File: src/rtl/core/lvh_pkg.sv
// Shared types and constants for the label volume histogram.
// Beat structs, controller states, and controller/datapath command and status.
// No dependencies.
`default_nettype none

package lvh_pkg;

    localparam int MAX_LABELS_DEF = 32;

    localparam int CNT_W     = 32;
    localparam int VOL_W     = 24;
    localparam int PROD_W    = 56;
    localparam int NLAB_W    = 6;
    localparam int LIDX_W    = 5;
    localparam int LABEL_W   = 8;
    localparam int CFG_IDX_W = 2;
    localparam int CFG_DAT_W = 24;

    localparam logic [CFG_IDX_W-1:0] CFG_NUM_LABELS   = 2'd0;
    localparam logic [CFG_IDX_W-1:0] CFG_VOXEL_VOLUME = 2'd1;

    localparam logic [NLAB_W-1:0] NUM_LABELS_RST   = 6'd32;
    localparam logic [VOL_W-1:0]  VOXEL_VOLUME_RST = 24'd65536;

    typedef struct packed {
        logic               mode;
        logic [LABEL_W-1:0] label_value;
    } in_beat_t;

    typedef struct packed {
        logic [LIDX_W-1:0] label_index;
        logic [CNT_W-1:0]  voxel_count;
        logic [PROD_W-1:0] volume;
        logic              is_total;
        logic              last;
    } out_beat_t;

    typedef enum logic [2:0] {
        ST_IDLE,
        ST_ACC_RD,
        ST_ACC_WR,
        ST_FL_RD,
        ST_FL_ROW,
        ST_FL_TOT
    } state_t;

    typedef struct packed {
        logic latch_label;
        logic start_flush;
        logic rd_en;
        logic rd_sel_label;
        logic acc_write;
        logic load_row;
        logic load_total;
    } cmd_t;

    typedef struct packed {
        logic mode;
        logic in_range;
        logic last_idx;
        logic out_free;
    } sts_t;

endpackage

`default_nettype wire

File: src/rtl/core/lvh_ctrl.sv
// Sequencer for the label volume histogram: accumulate and flush walks.
// Uses lvh_pkg state, command and status types.
`default_nettype none

module lvh_ctrl (
    input  wire logic         clk,
    input  wire logic         rst_n,
    input  wire logic         in_valid,
    output logic              in_ready,
    input  wire lvh_pkg::sts_t sts,
    output lvh_pkg::cmd_t     cmd
);

    lvh_pkg::state_t state_reg;
    lvh_pkg::state_t state_next;

    always_ff @(posedge clk or negedge rst_n)
    begin
        if (!rst_n)
        begin
            state_reg <= lvh_pkg::ST_IDLE;
        end
        else
        begin
            state_reg <= state_next;
        end
    end

    always_comb
    begin
        state_next = state_reg;
        cmd        = '0;
        in_ready   = 1'b0;
        case (state_reg)
            lvh_pkg::ST_IDLE:
            begin
                in_ready = 1'b1;
                if (in_valid)
                begin
                    if (sts.mode)
                    begin
                        cmd.start_flush = 1'b1;
                        state_next      = lvh_pkg::ST_FL_RD;
                    end
                    else if (sts.in_range)
                    begin
                        cmd.latch_label = 1'b1;
                        state_next      = lvh_pkg::ST_ACC_RD;
                    end
                end
            end
            lvh_pkg::ST_ACC_RD:
            begin
                cmd.rd_en        = 1'b1;
                cmd.rd_sel_label = 1'b1;
                state_next       = lvh_pkg::ST_ACC_WR;
            end
            lvh_pkg::ST_ACC_WR:
            begin
                cmd.acc_write = 1'b1;
                state_next    = lvh_pkg::ST_IDLE;
            end
            lvh_pkg::ST_FL_RD:
            begin
                cmd.rd_en  = 1'b1;
                state_next = lvh_pkg::ST_FL_ROW;
            end
            lvh_pkg::ST_FL_ROW:
            begin
                if (sts.out_free)
                begin
                    cmd.load_row = 1'b1;
                    state_next   = sts.last_idx ? lvh_pkg::ST_FL_TOT : lvh_pkg::ST_FL_RD;
                end
            end
            lvh_pkg::ST_FL_TOT:
            begin
                if (sts.out_free)
                begin
                    cmd.load_total = 1'b1;
                    state_next     = lvh_pkg::ST_IDLE;
                end
            end
            default:
            begin
                state_next = lvh_pkg::ST_IDLE;
            end
        endcase
    end

endmodule

`default_nettype wire

File: src/rtl/core/lvh_datapath.sv
// Datapath: config registers, counter memory with per-entry valid bits,
// flush index and total, volume multiply and output register. Uses lvh_pkg.
`default_nettype none

module lvh_datapath #(
    parameter int MAX_LABELS = lvh_pkg::MAX_LABELS_DEF
) (
    input  wire logic                                clk,
    input  wire logic                                rst_n,
    input  wire logic                                cfg_write,
    input  wire logic [lvh_pkg::CFG_IDX_W-1:0]       cfg_index,
    input  wire logic [lvh_pkg::CFG_DAT_W-1:0]       cfg_data,
    input  wire lvh_pkg::in_beat_t                   in_beat,
    output lvh_pkg::out_beat_t                       out_beat,
    output logic                                     out_valid,
    input  wire logic                                out_ready,
    input  wire lvh_pkg::cmd_t                       cmd,
    output lvh_pkg::sts_t                            sts
);

    localparam int IDX_W = $clog2(MAX_LABELS);

    logic [lvh_pkg::NLAB_W-1:0] num_labels_reg;
    logic [lvh_pkg::NLAB_W-1:0] num_labels_next;
    logic [lvh_pkg::VOL_W-1:0]  voxel_volume_reg;
    logic [lvh_pkg::VOL_W-1:0]  voxel_volume_next;

    logic [lvh_pkg::CNT_W-1:0]  counts_mem [MAX_LABELS];
    logic [MAX_LABELS-1:0]      valid_reg;
    logic [MAX_LABELS-1:0]      valid_next;
    logic [lvh_pkg::CNT_W-1:0]  rd_data_reg;
    logic                       rd_valid_reg;
    logic [IDX_W-1:0]           rd_addr;

    logic [IDX_W-1:0]           label_reg;
    logic [IDX_W-1:0]           label_next;
    logic [IDX_W-1:0]           idx_reg;
    logic [IDX_W-1:0]           idx_next;
    logic [lvh_pkg::CNT_W-1:0]  sum_reg;
    logic [lvh_pkg::CNT_W-1:0]  sum_next;

    logic                       out_valid_reg;
    logic                       out_valid_next;
    lvh_pkg::out_beat_t         out_beat_reg;
    lvh_pkg::out_beat_t         out_beat_next;

    logic [lvh_pkg::NLAB_W-1:0] n_act;
    logic [lvh_pkg::CNT_W-1:0]  cur_cnt;
    logic [lvh_pkg::CNT_W:0]    sum_wide;
    logic [lvh_pkg::CNT_W-1:0]  inc_cnt;
    logic [lvh_pkg::CNT_W-1:0]  mul_a;
    logic [lvh_pkg::PROD_W-1:0] product;
    logic [7:0]                 idx_ext;

    // active label count: zero acts as one, clamp to capacity
    always_comb
    begin
        if (num_labels_reg == '0)
        begin
            n_act = lvh_pkg::NLAB_W'(1);
        end
        else if (num_labels_reg > lvh_pkg::NLAB_W'(MAX_LABELS))
        begin
            n_act = lvh_pkg::NLAB_W'(MAX_LABELS);
        end
        else
        begin
            n_act = num_labels_reg;
        end
    end

    assign sts.mode     = in_beat.mode;
    assign sts.in_range = in_beat.label_value < lvh_pkg::LABEL_W'(n_act);
    assign sts.last_idx = lvh_pkg::NLAB_W'(idx_reg) == (n_act - lvh_pkg::NLAB_W'(1));
    assign sts.out_free = !out_valid_reg || out_ready;

    assign rd_addr  = cmd.rd_sel_label ? label_reg : idx_reg;
    assign cur_cnt  = rd_valid_reg ? rd_data_reg : '0;
    assign inc_cnt  = (cur_cnt == '1) ? cur_cnt : cur_cnt + lvh_pkg::CNT_W'(1);
    assign sum_wide = {1'b0, sum_reg} + {1'b0, cur_cnt};
    assign mul_a    = cmd.load_total ? sum_reg : cur_cnt;
    assign product  = lvh_pkg::PROD_W'(mul_a) * lvh_pkg::PROD_W'(voxel_volume_reg);
    assign idx_ext  = 8'(idx_reg);

    always_comb
    begin
        num_labels_next   = num_labels_reg;
        voxel_volume_next = voxel_volume_reg;
        if (cfg_write)
        begin
            case (cfg_index)
                lvh_pkg::CFG_NUM_LABELS:   num_labels_next   = cfg_data[lvh_pkg::NLAB_W-1:0];
                lvh_pkg::CFG_VOXEL_VOLUME: voxel_volume_next = cfg_data;
                default:                   ;
            endcase
        end
    end

    always_comb
    begin
        label_next     = label_reg;
        idx_next       = idx_reg;
        sum_next       = sum_reg;
        valid_next     = valid_reg;
        out_beat_next  = out_beat_reg;
        out_valid_next = out_ready ? 1'b0 : out_valid_reg;
        if (cmd.latch_label)
        begin
            label_next = in_beat.label_value[IDX_W-1:0];
        end
        if (cmd.start_flush)
        begin
            idx_next = '0;
            sum_next = '0;
        end
        if (cmd.acc_write)
        begin
            valid_next[label_reg] = 1'b1;
        end
        if (cmd.load_row)
        begin
            out_valid_next            = 1'b1;
            out_beat_next.label_index = idx_ext[lvh_pkg::LIDX_W-1:0];
            out_beat_next.voxel_count = cur_cnt;
            out_beat_next.volume      = product;
            out_beat_next.is_total    = 1'b0;
            out_beat_next.last        = 1'b0;
            idx_next                  = idx_reg + IDX_W'(1);
            if (idx_reg != '0)
            begin
                sum_next = sum_wide[lvh_pkg::CNT_W] ? '1 : sum_wide[lvh_pkg::CNT_W-1:0];
            end
        end
        if (cmd.load_total)
        begin
            out_valid_next            = 1'b1;
            out_beat_next.label_index = '0;
            out_beat_next.voxel_count = sum_reg;
            out_beat_next.volume      = product;
            out_beat_next.is_total    = 1'b1;
            out_beat_next.last        = 1'b1;
            valid_next                = '0;
        end
    end

    always_ff @(posedge clk or negedge rst_n)
    begin
        if (!rst_n)
        begin
            num_labels_reg   <= lvh_pkg::NUM_LABELS_RST;
            voxel_volume_reg <= lvh_pkg::VOXEL_VOLUME_RST;
            valid_reg        <= '0;
            out_valid_reg    <= 1'b0;
            idx_reg          <= '0;
            sum_reg          <= '0;
        end
        else
        begin
            num_labels_reg   <= num_labels_next;
            voxel_volume_reg <= voxel_volume_next;
            valid_reg        <= valid_next;
            out_valid_reg    <= out_valid_next;
            idx_reg          <= idx_next;
            sum_reg          <= sum_next;
        end
    end

    always_ff @(posedge clk)
    begin
        label_reg    <= label_next;
        out_beat_reg <= out_beat_next;
    end

    // counter memory: one read port, one write port, registered read
    always_ff @(posedge clk)
    begin
        if (cmd.acc_write)
        begin
            counts_mem[label_reg] <= inc_cnt;
        end
        if (cmd.rd_en)
        begin
            rd_data_reg  <= counts_mem[rd_addr];
            rd_valid_reg <= valid_reg[rd_addr];
        end
    end

    assign out_valid = out_valid_reg;
    assign out_beat  = out_beat_reg;

endmodule

`default_nettype wire

File: src/rtl/core/label_volume_histogram.sv
// Top level of the label volume histogram: controller plus datapath.
// Depends on lvh_pkg, lvh_ctrl and lvh_datapath.
//
// Counts voxels per label in a MAX_LABELS-deep counter memory and reports
// them on a flush beat. An accumulate beat is accepted, its counter read, and
// the saturating increment written back through the separate write port;
// labels at or above the active count are dropped. A flush beat is accepted,
// then each active label is read and sent as a row, then the total row, all
// stalling while out_ready is low; rows leave through an output register, so
// the last row may still wait while new beats are taken. Per-entry valid bits
// clear the memory at reset and after each flush, so there is no clearing pass.
`default_nettype none

module label_volume_histogram #(
    parameter int MAX_LABELS = lvh_pkg::MAX_LABELS_DEF
) (
    input  wire logic                          clk,
    input  wire logic                          rst_n,
    input  wire logic                          cfg_write,
    input  wire logic [lvh_pkg::CFG_IDX_W-1:0] cfg_index,
    input  wire logic [lvh_pkg::CFG_DAT_W-1:0] cfg_data,
    input  wire logic                          in_valid,
    output logic                               in_ready,
    input  wire lvh_pkg::in_beat_t             in_beat,
    output logic                               out_valid,
    input  wire logic                          out_ready,
    output lvh_pkg::out_beat_t                 out_beat
);

    lvh_pkg::cmd_t cmd;
    lvh_pkg::sts_t sts;

    lvh_ctrl u_ctrl (
        .clk      (clk),
        .rst_n    (rst_n),
        .in_valid (in_valid),
        .in_ready (in_ready),
        .sts      (sts),
        .cmd      (cmd)
    );

    lvh_datapath #(
        .MAX_LABELS (MAX_LABELS)
    ) u_datapath (
        .clk       (clk),
        .rst_n     (rst_n),
        .cfg_write (cfg_write),
        .cfg_index (cfg_index),
        .cfg_data  (cfg_data),
        .in_beat   (in_beat),
        .out_beat  (out_beat),
        .out_valid (out_valid),
        .out_ready (out_ready),
        .cmd       (cmd),
        .sts       (sts)
    );

endmodule

`default_nettype wire
File: config.mk
export PLATFORM = sky130hd
export DESIGN_NAME = label_volume_histogram
export DESIGN_NICKNAME = d
export VERILOG_FILES = /design/src/rtl/core/lvh_pkg.sv /design/src/rtl/core/lvh_ctrl.sv /design/src/rtl/core/lvh_datapath.sv /design/src/rtl/core/label_volume_histogram.sv
export SDC_FILE = /design/constraint.sdc
export NUM_CORES = 2
export LEC_CHECK = 0
export BUFFER_PORTS_ARGS = -buffer_cell sky130_fd_sc_hd__buf_2
export CAP_MARGIN = 20
export CORE_MARGIN = 1.5
export CORE_UTILIZATION = 55
export CTS_CLUSTER_DIAMETER = 200
export DETAILED_ROUTE_END_ITERATION = 12
export GPL_ROUTABILITY_DRIVEN = 0
export PLACE_DENSITY = 0.71
export REMOVE_ABC_BUFFERS = 1
export SLEW_MARGIN = 10
export SYNTH_ARGS = -nofsm -noshare
export SYNTH_HDL_FRONTEND = slang
export SYNTH_SLANG_ARGS = --single-unit
File: constraint.sdc
create_clock -name clk -period 10.1 [get_ports clk]
set_input_delay 1.01 -clock clk [delete_from_list [all_inputs] [get_ports clk]]
set_output_delay 1.01 -clock clk [all_outputs]
set_load 0.01 [all_outputs]
Word-level counts from Yosys, hierarchy flattened:

Memories as Yosys holds them, arrays and structs flattened. A register that Yosys moved wholly into a read port is not among the register bits.
Index checks and enable logic that the tools add are counted.

* memories kept: 1
* bits of input ports: 40
* output and inout port bits: 97
* word-level logic and storage cells: 96
* register bits: 203
* bits in writable memories: 1024

* equal/unequal tests: 12
* bitwise gates (word level): 1
* multipliers: 1
* reduce and logical (&&, ||, !) cells: 15
* multiplexer cells: 44
* magnitude comparators: 5
* $add $sub $neg: 4

Memories
* u_datapath.counts_mem: depth 32, bits a word 32, read ports 1, clocked after memory_dff 1, write ports 1, line lvh_datapath.sv:28 `logic [lvh_pkg::CNT_W-1:0] counts_mem [MAX_LABELS];`

Operator list (count)
* $mux W32: 9
* $mux W90: 2
* $mul A32 B24 Y56: 1
* $add A32 B32 Y33: 1
* $add A32 B1 Y32 const B: 1
* $eq A32 B32 Y1 const B: 1
* $or A32 B32 Y32: 1
* $mux W3: 6
* $mux W1: 17
* $mux W5: 3
* $pmux W3 S5: 1
* $lt A5 B6 Y1 const B: 2
* $mux W6: 2
* $lt A8 B6 Y1: 1
* $eq A3 B2 Y1 const B: 2
* $eq A3 B3 Y1 const B: 2
* $eq A5 B6 Y1: 1
* $gt A6 B6 Y1 const B: 1
* $logic_not A6 Y1: 1
* $ne A2 B2 Y1 const B: 3
* $reduce_bool A2 Y1: 3
* $sub A6 B1 Y6 const B: 1
* $add A5 B1 Y5 const B: 1
* $bmux W1 S5: 1
* 16 further kinds: 18

Longest topological paths before layout:

* depth in word-level cells: 11
* gate-level depth with buffers: 35
* mapped depth without buffers: 30

Hierarchy:

Synthesis repeated with hierarchy kept, for this count alone.

* cells, all modules: 5877
* area, all modules: 75950.3 um2

Modules (own cells, without submodules)
* lvh_datapath: area an instance 75718.9 um2, cells an instance 5850, sequential area each 37158.1 um2, instances 1
* lvh_ctrl: area an instance 231.5 um2, cells an instance 27, sequential area each 75.1 um2, instances 1

Worst setup path after synthesis:

No wires, ideal clock.

* path type: input to register
* start: in out_ready
* end: reg u_datapath.out_beat_reg, in the netlist u_datapath.out_beat[55], data pin
* library setup time: 266 ps
* arrival time: 8146 ps
* required time: 9834 ps
* path slack: 1688 ps
* stages: 32
* buffers on the path: 3
* cells stage by stage: nand2b_1 > nand2_1 > nor2_1 > buf_2 > buf_2 > nand2_1 > o21ai_0 > clkbuf_1 > nand2_1 > fa_1 > inv_1 > fa_1 > inv_1 > fa_1 > fa_1 > inv_1 > fa_1 > fa_1 > inv_1 > fa_1 > inv_1 > ha_1 > a21oi_1 > nor2b_1 > or3_1 > o221ai_1 > o211ai_1 > o31ai_1 > o211ai_1 > a211oi_2 > xor2_1 > nor2_1

RTL lines
* start, declared: line label_volume_histogram.sv:26 `input wire logic out_ready,`
* end signal, assigned: line lvh_datapath.sv:171 `out_beat_reg <= out_beat_next;`
* end, declared: line lvh_datapath.sv:44 `lvh_pkg::out_beat_t out_beat_reg;`

==> results.md <==
- The overall routed net length is 192500 um.
- The flip-flop cell with the highest count after synthesis is sky130_fd_sc_hd__edfxtp_1.
- The number of clock buffers added by TritonCTS is 133.
- The initial utilization of the core area, before any placement, comes to 0.5533.
- The number of synthesized register bits is 1259.
- After detailed routing, the number of vias per cell comes to 5.958.
- Among the stages of the critical path, the cell type that occurs most often is sky130_fd_sc_hd__fa_1.
- The total vias in the final route is 46935.
- The count of max-cap constraint violations is 0.
- The via count of the first global-routing pass came to 49004.
- The slowest stage of the critical path is the sky130_fd_sc_hd__a2111oi_2 cell.
- Setup violations remaining at the end of the flow were counted as 0.
- The post-synthesis compound-gate area fraction is 0.03411.
- The first detailed-routing pass took 6 iterations.
- The count of pins over their slew limit is 0.
- The setup check on the worst reg-to-reg path leaves a slack of 0.34 ns.
- Of the total synthesized cell area, the portion taken by XOR and XNOR cells is 0.01235.
- The initial antenna violation count is 3.
- Summed over all nets, the half-perimeter wirelength after detailed placement is 120800 um.
- The count of synthesis-stage warnings from yosys is 0.
- The number of remaining DRC errors is 0.
- Relative to the synthesized area, the layout overhead comes to 10.31%.
- The floorplan has 136 rows.
- The area of the core is 137200 um2.
- The overall overflow remaining after global route is 0.
- 137 I/O pins were placed.
- Setup repair after global routing left no endpoint under its margin.
- The highest net fanout along the worst path is 33.
- Dividing the final minimum period by the clock period gives 0.9662.
- The synthesized netlist cell count is 5859.
- The number of DRC markers in iteration 0 is 4891.
- The total standard cell area after synthesis is 75890 um2.
- The count of cells in the finished layout, fillers not included, comes to 7877.
- The type of the worst setup path is flip-flop to flip-flop.
- In this run the critical register-to-register path is launched from u_ctrl.state_reg[2]$_DFFE_PN0P_.
- The TritonCTS clock tree is yes.
- The register with the most flip-flops in the layout has 1024 of them.
- The share of cells above drive strength 1 is 0.1493.
- Input and output buffers added on the ports amount to 136.
- The placed instance count is 7633.
- For the worst-skew pair, the clock arrives at the later sink with an insertion delay of 0.77 ns.
- After clock tree synthesis, the clock-pin slew on the worst setup and hold paths is 0.06 ns.
- After clock tree synthesis, the flow added hold-fix buffers numbering 0.
- The flow ran to the end, and the final reports show no timing, DRC or antenna violations.
- Based on the critical path, the design can be clocked at up to 102.5 MHz.
- The share of synthesized flip-flops with an asynchronous set or reset is 0.08181.
- The maximum count of clock buffers along a single path is 3.
- In this run the tightest slew margin relative to its limit is 0.2315.
- The post-synthesis sequential area ratio is 0.4906.
- The mux share of post-synthesis cell area is 0.08435.
- STA classifies the critical path endpoint as a flip-flop.
- In the global route stage, overall resource usage came out at 0.2805.
- With fillers left out, the area of the finished cells amounts to 83720 um2.
- The count of fill cells added during filler insertion is 10371.
- For this run, the slowest stage of the critical path takes 0.65 ns.
- The slew at the pin closest to its max-slew limit is 1.153 ns.
- At the worst endpoint, the arrival time is 10.34 ns.
- The multi-input combinational cells in the finished layout cover a total of 35090 um2.
- The clock skew is 0.03164 ns.
- The final layout contains 6899 nets.
- The path class of the tightest hold or removal check is input port to asynchronous set/reset pin.
- The post-detailed-placement cell area is 79340 um2.
- The die width is 374.5 um.
- The synthesized netlist contains 82 unique library cells.
- Of the total synthesized cell area, the portion taken by AND, OR, NAND and NOR gates is 0.1118.
- The number of sinks handled by clock tree synthesis is 1259.
- The number of synthesized flops with an enable pin is 1150.
- Measured along the y axis, the die boundary spans 374.5 um.
- The critical path data required time is 10.69 ns.
- The final critical path time including I/O delays and setup is 9.759 ns.
- The post-route antenna net violation count is 0.
- The first global-routing pass estimated 294900 um of wire.
- Dividing the detail-routed wire length by the instance count gives 24.44 um.
- Registers take 37230 um2.
- After synthesis, the largest family of logic cells by area is adder cells.
- The largest net degree at the start of global routing is 104.
- The per-instance average area after synthesis is 12.95 um2.
- CTS built an H-tree with a depth of 4.
- CTS placed an instance of sky130_fd_sc_hd__clkbuf_16 at the clock tree root.
- The count of final hold-check violations came to 0.
- Tracing the worst setup path back leads to its startpoint at u_ctrl.state_reg[2]$_DFFE_PN0P_.
- Of the total synthesized cell area, the portion taken by full adders, half adders and majority gates is 0.2106.
- The die area is 140200 um2.
- The type of element launching the critical path is a flip-flop.
[cell families (layout without fill, tap and decap cells)]
family	count (synthesis)	in the layout
adder cells (fa/ha/maj)	882	882
AO/OA/AOI/OAI	425	425
other	0	1
AND/OR/NAND/NOR	1795	1795
buffers and inverters	1086	1309
XOR/XNOR	107	107
flip-flops	1259	1259
multiplexers	305	305
[critical path, delay by kind of cell (launching register included)]
kind            cells  cell delay [ns]
fa+ha+maj           8             3.98
simple gates       10             2.61
compound gates      4             1.39
buf+inv             6             0.97
flops               1             0.58
[what timing repair did]
action                                  4_1_cts  5_1_grt
gates resized for setup                       0        1
buffers inserted                              0        0
endpoints found under the setup margin        0        1
[path summary, 6_finish.rpt]
check | cells past startpoint | to
worst min-delay path | 1 | u_datapath.num_labels_reg[0]$_DFFE_PN0P_
max in group asynchronous | 2 | u_datapath.voxel_volume_reg[19]$_DFFE_PN0P_
worst max-delay path | 28 | u_datapath.out_beat[54]$_DFFE_PP_
worst max register to register | 28 | u_datapath.out_beat[54]$_DFFE_PP_
min in group clk | 1 | u_datapath.label_reg[0]$_DFFE_PP_
worst min register to register | 2 | u_datapath.out_beat[1]$_SDFFE_PP1P_
[layout make-up]
class,count,share of cell area
clock buffer,166,0.04237
clock inverter,74,0.008265
timing repair buffer,288,0.02354
sequential,1259,0.4448
inverter,781,0.03505
multi-input combinational,3514,0.4192
antenna,1,0.00002989
tap,1794,0.02681
[layer usage]
layer / part of all wire / GRT usage
met1: 0.38 / 0.3717
met2: 0.49 / 0.4642
met3: 0.097 / 0.05457
met4: 0.036 / 0.1002
met5: 0 / 0
[cells in the mapped netlist, types with 12 or more instances]
master	number	area share
sky130_fd_sc_hd__mux4_2	264	0.078
sky130_fd_sc_hd__a211oi_1	12	0.0012
sky130_fd_sc_hd__o21ai_0	88	0.0058
sky130_fd_sc_hd__o21bai_1	12	0.0012
sky130_fd_sc_hd__dfrtp_1	101	0.033
sky130_fd_sc_hd__nor2_1	199	0.0098
sky130_fd_sc_hd__ha_1	223	0.037
sky130_fd_sc_hd__or3_1	13	0.0011
sky130_fd_sc_hd__and2_1	428	0.035
sky130_fd_sc_hd__nor3_1	26	0.0017
sky130_fd_sc_hd__inv_1	780	0.039
sky130_fd_sc_hd__a21o_1	41	0.0041
sky130_fd_sc_hd__a21oi_1	154	0.010
sky130_fd_sc_hd__nand3_1	197	0.013
sky130_fd_sc_hd__buf_2	38	0.0025
sky130_fd_sc_hd__nand2_1	828	0.041
sky130_fd_sc_hd__xor2_1	34	0.0039
sky130_fd_sc_hd__xnor2_1	73	0.0084
sky130_fd_sc_hd__nand4_1	24	0.0020
sky130_fd_sc_hd__and3_1	13	0.0011
sky130_fd_sc_hd__buf_1	16	0.00079
sky130_fd_sc_hd__o21ai_1	38	0.0025
sky130_fd_sc_hd__nand2b_1	12	0.00099
sky130_fd_sc_hd__a31oi_1	13	0.0011
sky130_fd_sc_hd__mux2_2	36	0.0053
sky130_fd_sc_hd__fa_1	659	0.17
sky130_fd_sc_hd__nor2b_1	16	0.0013
sky130_fd_sc_hd__clkbuf_1	219	0.011
sky130_fd_sc_hd__buf_4	27	0.0027
sky130_fd_sc_hd__edfxtp_1	1150	0.46
[layout by cell type (no fill, tap or decap), types with 7 or more instances in the layout]
| master | count |
|---|---|
| sky130_fd_sc_hd__edfxtp_1 | 1150 |
| sky130_fd_sc_hd__nand2_1 | 827 |
| sky130_fd_sc_hd__inv_1 | 779 |
| sky130_fd_sc_hd__fa_1 | 659 |
| sky130_fd_sc_hd__and2_1 | 428 |
| sky130_fd_sc_hd__mux4_2 | 264 |
| sky130_fd_sc_hd__ha_1 | 223 |
| sky130_fd_sc_hd__nand3_1 | 197 |
| sky130_fd_sc_hd__nor2_1 | 164 |
| sky130_fd_sc_hd__a21oi_1 | 152 |
| sky130_fd_sc_hd__clkbuf_16 | 137 |
| sky130_fd_sc_hd__buf_4 | 136 |
| sky130_fd_sc_hd__buf_2 | 135 |
| sky130_fd_sc_hd__dfrtp_1 | 101 |
| sky130_fd_sc_hd__o21ai_0 | 60 |
| sky130_fd_sc_hd__xnor2_1 | 49 |
| sky130_fd_sc_hd__a21o_1 | 41 |
| sky130_fd_sc_hd__o21ai_1 | 37 |
| sky130_fd_sc_hd__nor2_4 | 35 |
| sky130_fd_sc_hd__mux2_2 | 34 |
| sky130_fd_sc_hd__xor2_1 | 34 |
| sky130_fd_sc_hd__o21ai_2 | 31 |
| sky130_fd_sc_hd__clkbuf_1 | 28 |
| sky130_fd_sc_hd__nor3_1 | 26 |
| sky130_fd_sc_hd__nand4_1 | 24 |
| sky130_fd_sc_hd__clkinv_2 | 24 |
| sky130_fd_sc_hd__clkinv_1 | 22 |
| sky130_fd_sc_hd__xnor2_2 | 19 |
| sky130_fd_sc_hd__nor2b_1 | 15 |
| sky130_fd_sc_hd__or3_1 | 13 |
| sky130_fd_sc_hd__and3_1 | 13 |
| sky130_fd_sc_hd__a31oi_1 | 13 |
| sky130_fd_sc_hd__nand2b_1 | 12 |
| sky130_fd_sc_hd__a211oi_1 | 12 |
| sky130_fd_sc_hd__o21bai_1 | 12 |
| sky130_fd_sc_hd__o21a_1 | 11 |
| sky130_fd_sc_hd__a21boi_0 | 7 |
| sky130_fd_sc_hd__buf_6 | 7 |
[stage by stage]
stage | utilization | TNS [ns] | hold slack [ns] | worst slack [ns]
floorplan | - | -617.98 | 0.4608 | -16.28
global placement | 0.5775 | 0 | 0.4439 | 0.07956
CTS | 0.6094 | 0 | 0.2355 | 0.2080
finish | 0.6104 | 0 | 0.2455 | 0.3410
detailed placement | 0.5785 | -0.002275 | 0.4508 | -0.002275
global route | 0.6104 | 0 | 0.2692 | 0.08209
Power is left out: the tool's default activity adds up to more than one toggle a clock period on the data nets, which glitch-free logic cannot reach.
